<file path="config.mk">
export PLATFORM = sky130hd
export DESIGN_NAME = sorted_priority_queue
export DESIGN_NICKNAME = d
export VERILOG_FILES = /design/src/rtl/spq_pkg.sv /design/src/rtl/sorted_priority_queue.sv /design/src/rtl/spq_dpath.sv /design/src/rtl/spq_ctrl.sv
export VERILOG_INCLUDE_DIRS = /design/src /design/src/rtl
export SDC_FILE = /design/constraint.sdc
export NUM_CORES = 1
export LEC_CHECK = 0
export BUFFER_PORTS_ARGS = -buffer_cell sky130_fd_sc_hd__buf_2
export CAP_MARGIN = 5
export CORE_MARGIN = 2
export CORE_UTILIZATION = 50
export CTS_BUF_LIST = sky130_fd_sc_hd__clkbuf_2
export CTS_CLUSTER_DIAMETER = 60
export DETAILED_ROUTE_END_ITERATION = 8
export PLACE_DENSITY = 0.72
export SKIP_LAST_GASP = 1
export SLEW_MARGIN = 20
export SYNTH_ARGS = -nofsm -noshare
export SYNTH_HDL_FRONTEND = slang
export SYNTH_SLANG_ARGS = --single-unit
</file>
<file path="constraint.sdc">
create_clock -name clk -period 13 [get_ports clk]
set_input_delay 3.9 -clock clk [delete_from_list [all_inputs] [get_ports clk]]
set_output_delay 3.9 -clock clk [all_outputs]
set_load 0.05 [all_outputs]
</file>
<file path="src/rtl/assert_macros.svh">
// Assertion macros shared by the sorted priority queue modules.
// Each macro expects signals named clk and rst_n in the using module.
`ifndef ASSERT_MACROS_SVH
`define ASSERT_MACROS_SVH
`ifndef NO_ASSERTIONS
`define SPQ_ASSERT_ALWAYS(lbl, prop, msg) \
  lbl: assert property (@(posedge clk) disable iff (!rst_n) (prop)) else $error(msg);
`define SPQ_ASSERT_SAME(lbl, ante, cons, msg) \
  lbl: assert property (@(posedge clk) disable iff (!rst_n) (ante) |-> (cons)) else $error(msg);
`define SPQ_ASSERT_NEXT(lbl, ante, cons, msg) \
  lbl: assert property (@(posedge clk) disable iff (!rst_n) (ante) |=> (cons)) else $error(msg);
`else
`define SPQ_ASSERT_ALWAYS(lbl, prop, msg)
`define SPQ_ASSERT_SAME(lbl, ante, cons, msg)
`define SPQ_ASSERT_NEXT(lbl, ante, cons, msg)
`endif
`endif

</file>
<file path="src/rtl/spq_pkg.sv">
// Package for the sorted priority queue: field widths, codes and word types.
// Used by spq_ctrl, spq_dpath and sorted_priority_queue; depends on nothing.
`default_nettype none
package spq_pkg;

  localparam int QUEUE_DEPTH = 16;
  localparam int PRIO_W      = 8;
  localparam int TAG_W       = 16;
  localparam int OCC_W       = 5;
  localparam int STATUS_W    = 2;

  localparam logic ACT_PUSH = 1'b0;
  localparam logic ACT_POP  = 1'b1;

  localparam logic [STATUS_W-1:0] STATUS_DONE  = 2'd0;
  localparam logic [STATUS_W-1:0] STATUS_FULL  = 2'd1;
  localparam logic [STATUS_W-1:0] STATUS_EMPTY = 2'd2;

  typedef struct packed {
    logic              action;
    logic [PRIO_W-1:0] entry_priority;
    logic [TAG_W-1:0]  entry_tag;
  } in_word_t;

  typedef struct packed {
    logic [STATUS_W-1:0] status;
    logic [PRIO_W-1:0]   removed_priority;
    logic [TAG_W-1:0]    removed_tag;
    logic                head_valid;
    logic [PRIO_W-1:0]   head_priority;
    logic [TAG_W-1:0]    head_tag;
    logic [OCC_W-1:0]    occupancy;
  } out_word_t;

  typedef enum logic {
    CTL_IDLE,
    CTL_EXEC
  } ctl_state_t;

  typedef struct packed {
    logic load;
    logic exec;
  } spq_cmd_t;

endpackage
`default_nettype wire

</file>
<file path="src/rtl/sorted_priority_queue.sv">
// Sorted priority queue, highest priority at the head and arrival order kept
// among equal priorities. Each accepted word is a push or a pop and yields one
// result word: the load step puts it in the request register and the execute
// step writes the result register, waiting while that one is still held. No new
// word is taken before that execute step, in which all slots of the sorted register
// chain compare and shift in parallel. A new word is taken while a result waits.
// Depends on spq_pkg, spq_ctrl and spq_dpath.
`default_nettype none
module sorted_priority_queue #(
  parameter int QUEUE_DEPTH = spq_pkg::QUEUE_DEPTH
) (
  input  wire logic              clk,
  input  wire logic              rst_n,
  input  wire logic              in_valid,
  output logic                   in_ready,
  input  wire spq_pkg::in_word_t in_data,
  output logic                   out_valid,
  input  wire logic              out_ready,
  output spq_pkg::out_word_t     out_data
);

  spq_pkg::spq_cmd_t cmd;

  spq_ctrl u_ctrl (
    .clk       (clk),
    .rst_n     (rst_n),
    .in_valid  (in_valid),
    .in_ready  (in_ready),
    .out_valid (out_valid),
    .out_ready (out_ready),
    .cmd       (cmd)
  );

  spq_dpath #(
    .QUEUE_DEPTH (QUEUE_DEPTH)
  ) u_dpath (
    .clk      (clk),
    .rst_n    (rst_n),
    .cmd      (cmd),
    .in_data  (in_data),
    .out_data (out_data)
  );

endmodule
`default_nettype wire

</file>
<file path="src/rtl/spq_dpath.sv">
// Datapath of the sorted priority queue: request register, sorted slot chain,
// entry count and result register. Depends on spq_pkg and assert_macros.svh.
`default_nettype none
`include "assert_macros.svh"
module spq_dpath #(
  parameter int QUEUE_DEPTH = spq_pkg::QUEUE_DEPTH
) (
  input  wire logic              clk,
  input  wire logic              rst_n,
  input  wire spq_pkg::spq_cmd_t cmd,
  input  wire spq_pkg::in_word_t in_data,
  output spq_pkg::out_word_t     out_data
);

  localparam int CNT_W = $clog2(QUEUE_DEPTH + 1);

  spq_pkg::in_word_t             req_r;
  spq_pkg::out_word_t            res_r;
  spq_pkg::out_word_t            res_nxt;
  logic [spq_pkg::PRIO_W-1:0]    prio_r   [QUEUE_DEPTH];
  logic [spq_pkg::TAG_W-1:0]     tag_r    [QUEUE_DEPTH];
  logic [spq_pkg::PRIO_W-1:0]    prio_nxt [QUEUE_DEPTH];
  logic [spq_pkg::TAG_W-1:0]     tag_nxt  [QUEUE_DEPTH];
  logic [spq_pkg::PRIO_W-1:0]    dn_prio  [QUEUE_DEPTH];
  logic [spq_pkg::TAG_W-1:0]     dn_tag   [QUEUE_DEPTH];
  logic [spq_pkg::PRIO_W-1:0]    up_prio  [QUEUE_DEPTH];
  logic [spq_pkg::TAG_W-1:0]     up_tag   [QUEUE_DEPTH];
  logic [QUEUE_DEPTH-1:0]        ge;
  logic [QUEUE_DEPTH-1:0]        prev_ge;
  logic [CNT_W-1:0]              count_r;
  logic [CNT_W-1:0]              count_nxt;
  logic                          full;
  logic                          empty;
  logic                          do_push;
  logic                          do_pop;

  assign full    = (count_r == CNT_W'(QUEUE_DEPTH));
  assign empty   = (count_r == '0);
  assign do_push = (req_r.action == spq_pkg::ACT_PUSH) && !full;
  assign do_pop  = (req_r.action == spq_pkg::ACT_POP) && !empty;

  always_comb begin
    for (int i = 0; i < QUEUE_DEPTH; i++) begin
      ge[i] = (CNT_W'(i) < count_r) && (prio_r[i] >= req_r.entry_priority);
    end
    prev_ge = {ge[QUEUE_DEPTH-2:0], 1'b1};
  end

  always_comb begin
    dn_prio[0] = req_r.entry_priority;
    dn_tag[0]  = req_r.entry_tag;
    for (int i = 1; i < QUEUE_DEPTH; i++) begin
      dn_prio[i] = prio_r[i-1];
      dn_tag[i]  = tag_r[i-1];
    end
    for (int i = 0; i < QUEUE_DEPTH - 1; i++) begin
      up_prio[i] = prio_r[i+1];
      up_tag[i]  = tag_r[i+1];
    end
    up_prio[QUEUE_DEPTH-1] = prio_r[QUEUE_DEPTH-1];
    up_tag[QUEUE_DEPTH-1]  = tag_r[QUEUE_DEPTH-1];
  end

  // A pushed entry lands in the first slot whose own entry is not kept in place.
  always_comb begin
    for (int i = 0; i < QUEUE_DEPTH; i++) begin
      prio_nxt[i] = prio_r[i];
      tag_nxt[i]  = tag_r[i];
      if (do_push && !ge[i]) begin
        if (prev_ge[i]) begin
          prio_nxt[i] = req_r.entry_priority;
          tag_nxt[i]  = req_r.entry_tag;
        end else begin
          prio_nxt[i] = dn_prio[i];
          tag_nxt[i]  = dn_tag[i];
        end
      end else if (do_pop) begin
        prio_nxt[i] = up_prio[i];
        tag_nxt[i]  = up_tag[i];
      end
    end
  end

  always_comb begin
    count_nxt = count_r;
    if (do_push) begin
      count_nxt = count_r + 1'b1;
    end else if (do_pop) begin
      count_nxt = count_r - 1'b1;
    end
  end

  always_comb begin
    res_nxt = '0;
    if ((req_r.action == spq_pkg::ACT_PUSH) && full) begin
      res_nxt.status = spq_pkg::STATUS_FULL;
    end else if ((req_r.action == spq_pkg::ACT_POP) && empty) begin
      res_nxt.status = spq_pkg::STATUS_EMPTY;
    end else begin
      res_nxt.status = spq_pkg::STATUS_DONE;
    end
    if (do_pop) begin
      res_nxt.removed_priority = prio_r[0];
      res_nxt.removed_tag      = tag_r[0];
    end
    if (count_nxt != '0) begin
      res_nxt.head_valid    = 1'b1;
      res_nxt.head_priority = prio_nxt[0];
      res_nxt.head_tag      = tag_nxt[0];
    end
    res_nxt.occupancy = spq_pkg::OCC_W'(count_nxt);
  end

  always_ff @(posedge clk) begin
    if (!rst_n) begin
      count_r <= '0;
    end else if (cmd.exec) begin
      count_r <= count_nxt;
    end
  end

  always_ff @(posedge clk) begin
    if (cmd.load) begin
      req_r <= in_data;
    end
    if (cmd.exec) begin
      res_r <= res_nxt;
      for (int i = 0; i < QUEUE_DEPTH; i++) begin
        prio_r[i] <= prio_nxt[i];
        tag_r[i]  <= tag_nxt[i];
      end
    end
  end

  assign out_data = res_r;

  `SPQ_ASSERT_ALWAYS(a_count_bound, count_r <= CNT_W'(QUEUE_DEPTH), "Count exceeds depth.")
  `SPQ_ASSERT_NEXT(a_push_grows, cmd.exec && do_push, count_r == $past(count_r) + 1'b1, "Push lost.")
  `SPQ_ASSERT_NEXT(a_reject_holds, cmd.exec && !do_push && !do_pop, $stable(count_r), "Count moved.")
  `SPQ_ASSERT_SAME(a_head_sorted, count_r >= CNT_W'(2), prio_r[0] >= prio_r[1], "Head unsorted.")

endmodule
`default_nettype wire

</file>
<file path="src/rtl/spq_ctrl.sv">
// Controller of the sorted priority queue: load and execute sequencing and the
// result valid flag. Depends on spq_pkg and assert_macros.svh.
`default_nettype none
`include "assert_macros.svh"
module spq_ctrl (
  input  wire logic         clk,
  input  wire logic         rst_n,
  input  wire logic         in_valid,
  output logic              in_ready,
  output logic              out_valid,
  input  wire logic         out_ready,
  output spq_pkg::spq_cmd_t cmd
);

  spq_pkg::ctl_state_t state_r;
  spq_pkg::ctl_state_t state_nxt;
  logic                out_valid_r;
  logic                out_valid_nxt;

  always_comb begin
    state_nxt = state_r;
    case (state_r)
      spq_pkg::CTL_IDLE: begin
        if (in_valid) begin
          state_nxt = spq_pkg::CTL_EXEC;
        end
      end
      spq_pkg::CTL_EXEC: begin
        if (!out_valid_r || out_ready) begin
          state_nxt = spq_pkg::CTL_IDLE;
        end
      end
      default: begin
        state_nxt = spq_pkg::CTL_IDLE;
      end
    endcase
  end

  always_comb begin
    in_ready = 1'b0;
    cmd      = '0;
    case (state_r)
      spq_pkg::CTL_IDLE: begin
        in_ready = 1'b1;
        cmd.load = in_valid;
      end
      spq_pkg::CTL_EXEC: begin
        cmd.exec = !out_valid_r || out_ready;
      end
      default: begin
        in_ready = 1'b0;
      end
    endcase
  end

  always_comb begin
    out_valid_nxt = out_valid_r;
    if (cmd.exec) begin
      out_valid_nxt = 1'b1;
    end else if (out_ready) begin
      out_valid_nxt = 1'b0;
    end
  end

  always_ff @(posedge clk) begin
    if (!rst_n) begin
      state_r     <= spq_pkg::CTL_IDLE;
      out_valid_r <= 1'b0;
    end else begin
      state_r     <= state_nxt;
      out_valid_r <= out_valid_nxt;
    end
  end

  assign out_valid = out_valid_r;

  `SPQ_ASSERT_NEXT(a_load_then_exec, cmd.load, state_r == spq_pkg::CTL_EXEC, "No execute after load.")
  `SPQ_ASSERT_NEXT(a_exec_shows, cmd.exec, out_valid_r && state_r == spq_pkg::CTL_IDLE, "Result not shown.")
  `SPQ_ASSERT_NEXT(a_stall_waits, state_r == spq_pkg::CTL_EXEC && out_valid_r && !out_ready, state_r == spq_pkg::CTL_EXEC, "Result overwritten.")

endmodule
`default_nettype wire

</file>
==> impl_results.html <==
<table>
<tr><th>Metric</th><th>Value</th></tr>
<tr><th colspan="2">Run status</th></tr>
<tr><td>Outcome</td><td>finished, final reports clean</td></tr>
<tr><th colspan="2">Drt</th></tr>
<tr><td>DRC errors left</td><td>0</td></tr>
<tr><td>Number of optimization iterations in the first detailed-route pass</td><td>5</td></tr>
<tr><td>Remaining antenna violation count</td><td>0</td></tr>
<tr><td>Final routed wire length divided by cell count</td><td>between 15 and 20 um</td></tr>
<tr><td>Overall via count from detail_route</td><td>18.05k</td></tr>
<tr><td>First-iteration detailed-routing DRC count</td><td>1492</td></tr>
<tr><td>Total wirelength of the detailed-routed design</td><td>approximately 61000 um</td></tr>
<tr><td>Vias per std cell</td><td>5.717</td></tr>
<tr><th colspan="2">Placement</th></tr>
<tr><td>Routability congestion estimate</td><td>around 0.84</td></tr>
<tr><td>Number of I/O port buffers</td><td>between 80 and 90</td></tr>
<tr><td>Number of placed cells counting well taps</td><td>between 2k and 3k</td></tr>
<tr><td>DP HPWL</td><td>around 41000 um</td></tr>
<tr><td>Placement Cell Area</td><td>26970 um^2</td></tr>
<tr><th colspan="2">Timing</th></tr>
<tr><td>Total negative setup slack</td><td>0 ns</td></tr>
<tr><td>Final hold viol count</td><td>0</td></tr>
<tr><td>Time the worst path needs with I/O delays and setup</td><td>slightly below 6 ns</td></tr>
<tr><td>Transition at the pin with the smallest max-transition slack</td><td>1.101 ns</td></tr>
<tr><td># setup viols final</td><td>0</td></tr>
<tr><td>Final Slew Violations</td><td>0</td></tr>
<tr><td>Maximum achievable frequency</td><td>170.1 MHz</td></tr>
<tr><td>Setup repair after global routing missed its margin</td><td>no</td></tr>
<tr><td>Worst rel slew slack</td><td>a little over a quarter</td></tr>
<tr><td>Worst Skew</td><td>0.07971 ns</td></tr>
<tr><td>Crit share post-route</td><td>45.22%</td></tr>
<tr><th colspan="2">Floorplan</th></tr>
<tr><td>Core area</td><td>51300 um^2</td></tr>
<tr><td>Number of placement rows</td><td>83</td></tr>
<tr><td>Area of the die</td><td>53700 um^2</td></tr>
<tr><td>Number of I/O pins</td><td>87</td></tr>
<tr><td>Height of the chip</td><td>231.7 um</td></tr>
<tr><td>Die span in x</td><td>231.7 um</td></tr>
<tr><td>Starting utilization of the core area</td><td>50.55%</td></tr>
<tr><th colspan="2">Logic synthesis</th></tr>
<tr><td>Share of async-settable or async-resettable flops after synthesis</td><td>0%</td></tr>
<tr><td>Sequential cell area fraction in the yosys report</td><td>54.39%</td></tr>
<tr><td>Number of nets produced by synthesis</td><td>2463</td></tr>
<tr><td>Synthesized netlist cell count</td><td>2302</td></tr>
<tr><td>Syn Std Cell Area</td><td>25930 um^2</td></tr>
<tr><td>Predominant post-synthesis flop cell</td><td>edfxtp_1</td></tr>
<tr><td>Total number of yosys warnings</td><td>0</td></tr>
<tr><td>Number of register bits inferred by synthesis</td><td>472</td></tr>
<tr><td>Mean area per synthesized cell</td><td>11.27 um^2</td></tr>
<tr><td>Number of flops mapped to enable cells by yosys</td><td>465</td></tr>
<tr><td>Unique cell type count in the Yosys netlist</td><td>63</td></tr>
<tr><th colspan="2">Power</th></tr>
<tr><td>Logic gate share of total power</td><td>21.4%</td></tr>
<tr><td>Design internal power</td><td>2.659 mW</td></tr>
<tr><td>Net Sw Power</td><td>1.275 mW</td></tr>
<tr><td>VDD IR max</td><td>68.79 uV</td></tr>
<tr><td>Switching fraction of total power</td><td>roughly a third</td></tr>
<tr><td>Total power</td><td>3.934 mW</td></tr>
<tr><td>Sequential cell fraction of total power</td><td>50.0%</td></tr>
<tr><td>Share of power burned in the clock network</td><td>around 28%</td></tr>
<tr><td>Power per standard cell area</td><td>between 100 and 150 nW/um^2</td></tr>
<tr><td>Leakage</td><td>11.52 nW</td></tr>
<tr><th colspan="2">Critical path</th></tr>
<tr><td>Worst path max stage delay</td><td>between 0.3 and 0.4 ns</td></tr>
<tr><td>Setup slack, reg-to-reg</td><td>8.10 ns</td></tr>
<tr><td>Biggest fanout along the worst timing path</td><td>4</td></tr>
<tr><td>Reg-to-reg critical path endpoint</td><td>u_dpath.tag_r[0][90]</td></tr>
<tr><td>Worst Reg-to-Reg Cells</td><td>8</td></tr>
<tr><td>Buffers &amp; Inverters on Critical Path</td><td>2</td></tr>
<tr><td>Setup crit end</td><td>in_ready</td></tr>
<tr><td>Crit path max-delay cell type</td><td>dfxtp_1</td></tr>
<tr><td>Critical path class</td><td>reg -&gt; out</td></tr>
<tr><td>Arrival time at the worst endpoint</td><td>1.98 ns</td></tr>
<tr><td>Crit path max-delay family</td><td>flip-flops</td></tr>
<tr><td>Worst setup path start</td><td>u_ctrl.state_r</td></tr>
<tr><td>Critical path required time</td><td>9.10 ns</td></tr>
<tr><td>Category of the worst setup path capture point</td><td>primary output</td></tr>
<tr><td>Kind of launch point of the worst setup path</td><td>flip-flop</td></tr>
<tr><td>Crit Reg-Reg Startpoint</td><td>u_dpath.dn_prio[121]</td></tr>
<tr><td>Critical path, cell by cell</td><td>inv_1 &gt; buf_2</td></tr>
<tr><td>Critical path depth in cells</td><td>2</td></tr>
<tr><th colspan="2">Global routing</th></tr>
<tr><td>Antenna violations before repair</td><td>2</td></tr>
<tr><td>Global-route wire length before repair</td><td>96630 um</td></tr>
<tr><td>Maximum number of pins on one net before global-route repair</td><td>74</td></tr>
<tr><td>GRT Total Usage</td><td>22.82%</td></tr>
<tr><td>Total grt overflow</td><td>0</td></tr>
<tr><td>Via count of the first global-routing pass</td><td>17.98k</td></tr>
<tr><th colspan="2">Clock tree</th></tr>
<tr><td>Insertion delay to the later sink of the worst-skew pair</td><td>1.35 ns</td></tr>
<tr><td>Buffer type at the clock tree root</td><td>clkbuf_2</td></tr>
<tr><td>CTS sink count</td><td>472</td></tr>
<tr><td>CTS clock-pin slew for the worst setup and hold paths</td><td>0.10 ns</td></tr>
<tr><td>Cts bufs inserted</td><td>131</td></tr>
<tr><td>Count of buffers added by post-CTS timing repair for setup</td><td>0</td></tr>
<tr><td>Post-cts sizing count</td><td>0</td></tr>
<tr><td>Deepest level of the CTS H-tree</td><td>4</td></tr>
<tr><td>Maximum clock insertion buffer count</td><td>3</td></tr>
<tr><td>TritonCTS clock tree</td><td>built</td></tr>
<tr><td>Hold buffer count at CTS</td><td>0</td></tr>
<tr><th colspan="2">Layout</th></tr>
<tr><td>Fraction of final layout cells with drive strength greater than 1</td><td>~16%</td></tr>
<tr><td>Final core utilization</td><td>55.05%</td></tr>
<tr><td>Final instance area</td><td>28240 um^2</td></tr>
<tr><td>Growth of design area from synthesis to finish</td><td>8.907%</td></tr>
<tr><td>Filler instances</td><td>between 4k and 5k</td></tr>
<tr><td>Number of nets in the finished design</td><td>2546</td></tr>
<tr><td>Number of standard cells in the layout, taps in and fillers out</td><td>around 3.2k</td></tr>
<tr><th colspan="2">Run</th></tr>
<tr><td>Maximum Capacitance Violations</td><td>0</td></tr>
<tr><th colspan="2">Min path</th></tr>
<tr><td>Min-delay worst type</td><td>reg -&gt; reg</td></tr>
</table>
## placed cells by master, fill, tap and decap left out, drive strengths merged, types with 27 or more instances in the layout
master,count
a21oi,284
mux2i,334
ha,132
o211a,27
buf,138
nand2,185
nor2,276
o21a,29
nand3,27
clkbuf,178
o21ai,129
inv,41
edfxtp,465
clkinv,29
## worst min-delay path by stage
stage                                      from                     to  depth (start not counted)
after floorplan                  u_ctrl.state_r         u_ctrl.state_r                          2
after global placement           u_ctrl.state_r       u_ctrl.out_valid                          2
after detailed placement       u_ctrl.out_valid       u_ctrl.out_valid                          2
after CTS                      u_ctrl.out_valid       u_ctrl.out_valid                          2
after global routing             u_ctrl.state_r       u_ctrl.out_valid                          2
final                     u_dpath.tag_r[1][124]  u_dpath.tag_r[1][108]                          2
## worst reg2reg max path, stage by stage, from the launching register on
cell       delay, ns
edfxtp_1        1.06
inv_1           0.74
ha_1            0.50
a2111oi_0       0.33
o311ai_0        0.32
a21oi_4         0.20
buf_4           0.40
nor2_1          0.11
nor2_2          0.84
## layout make-up
type                            instances  area [um^2]  share of cell area (%)
Timing Repair Buffer                  138        820.8                   2.906
Sequential cell                       472        14100                   49.94
Tap cell                              680        850.8                   3.013
Multi-Input combinational cell       1604        11080                   39.22
Clock buffer                          178        890.9                   3.154
Antenna cell                            7        17.52                 0.06202
Inverter                               38        145.1                  0.5139
Clock inverter                         41        336.6                   1.192
## synth_stat cells, types with 17 or more instances
master | count | share of area [%]
edfxtp_1 | 465 | 54
mux2i_1 | 334 | 13
a21oi_1 | 283 | 5.5
nor2_1 | 276 | 4.0
nand2_1 | 185 | 2.7
ha_1 | 132 | 6.4
clkbuf_1 | 131 | 1.9
o21ai_0 | 127 | 2.5
buf_2 | 42 | 0.81
inv_1 | 38 | 0.55
o21a_1 | 29 | 0.84
o211a_1 | 27 | 1.0
nand3_1 | 26 | 0.50
and3_1 | 25 | 0.60
nand2b_1 | 18 | 0.43
mux2_2 | 17 | 0.74
## flip-flops by register name, summed over array words and instances, names as in the netlist
register / cells
u_dpath.tag_r: 256
u_dpath.prio_r: 128
u_ctrl.state_r: 1
u_dpath.req_r: 1
u_dpath.dn_prio: 8
u_dpath.dn_tag: 16
u_ctrl.out_valid: 1
u_dpath.count_r: 5
u_dpath.out_data: 56
## power groups by stage
stage                     sequential (mW)  combinational [mW]  clock (mW)
after global routing                 1.98               0.937        1.23
after CTS                            1.96               0.840        1.16
after floorplan                      2.01               0.603           0
after global placement               1.99               0.807           0
after detailed placement             2.00               0.836           0
final                                1.97               0.843        1.12
## logic make-up after synthesis
family          synth area share [%]
compound gates                 12.03
buf+inv                        3.662
mux                            13.63
simple gates                   9.621
fa+ha+maj                      6.369
flops                          54.39
xor+xnor                      0.3040
## through the flow
step / setup WS (ns) / hold WS, ns
final: 7.121 / 0.5257
after global routing: 7.025 / 0.5631
after CTS: 7.021 / 0.5376
after detailed placement: 7.243 / 0.5181
after global placement: 7.211 / 0.5013
after floorplan: 5.027 / 0.5182
## routing by layer
layer / share of wire [%] / vias to the layer above / global-route usage (%)
li1: - / 8740 / -
met4: 2.5 / 0 / 8.914
met1: 46 / 8614 / 31.62
met5: 0 / - / 0
met2: 45 / 585 / 35.30
met3: 6.2 / 115 / 4.641
(Power assumes the default switching activity.)
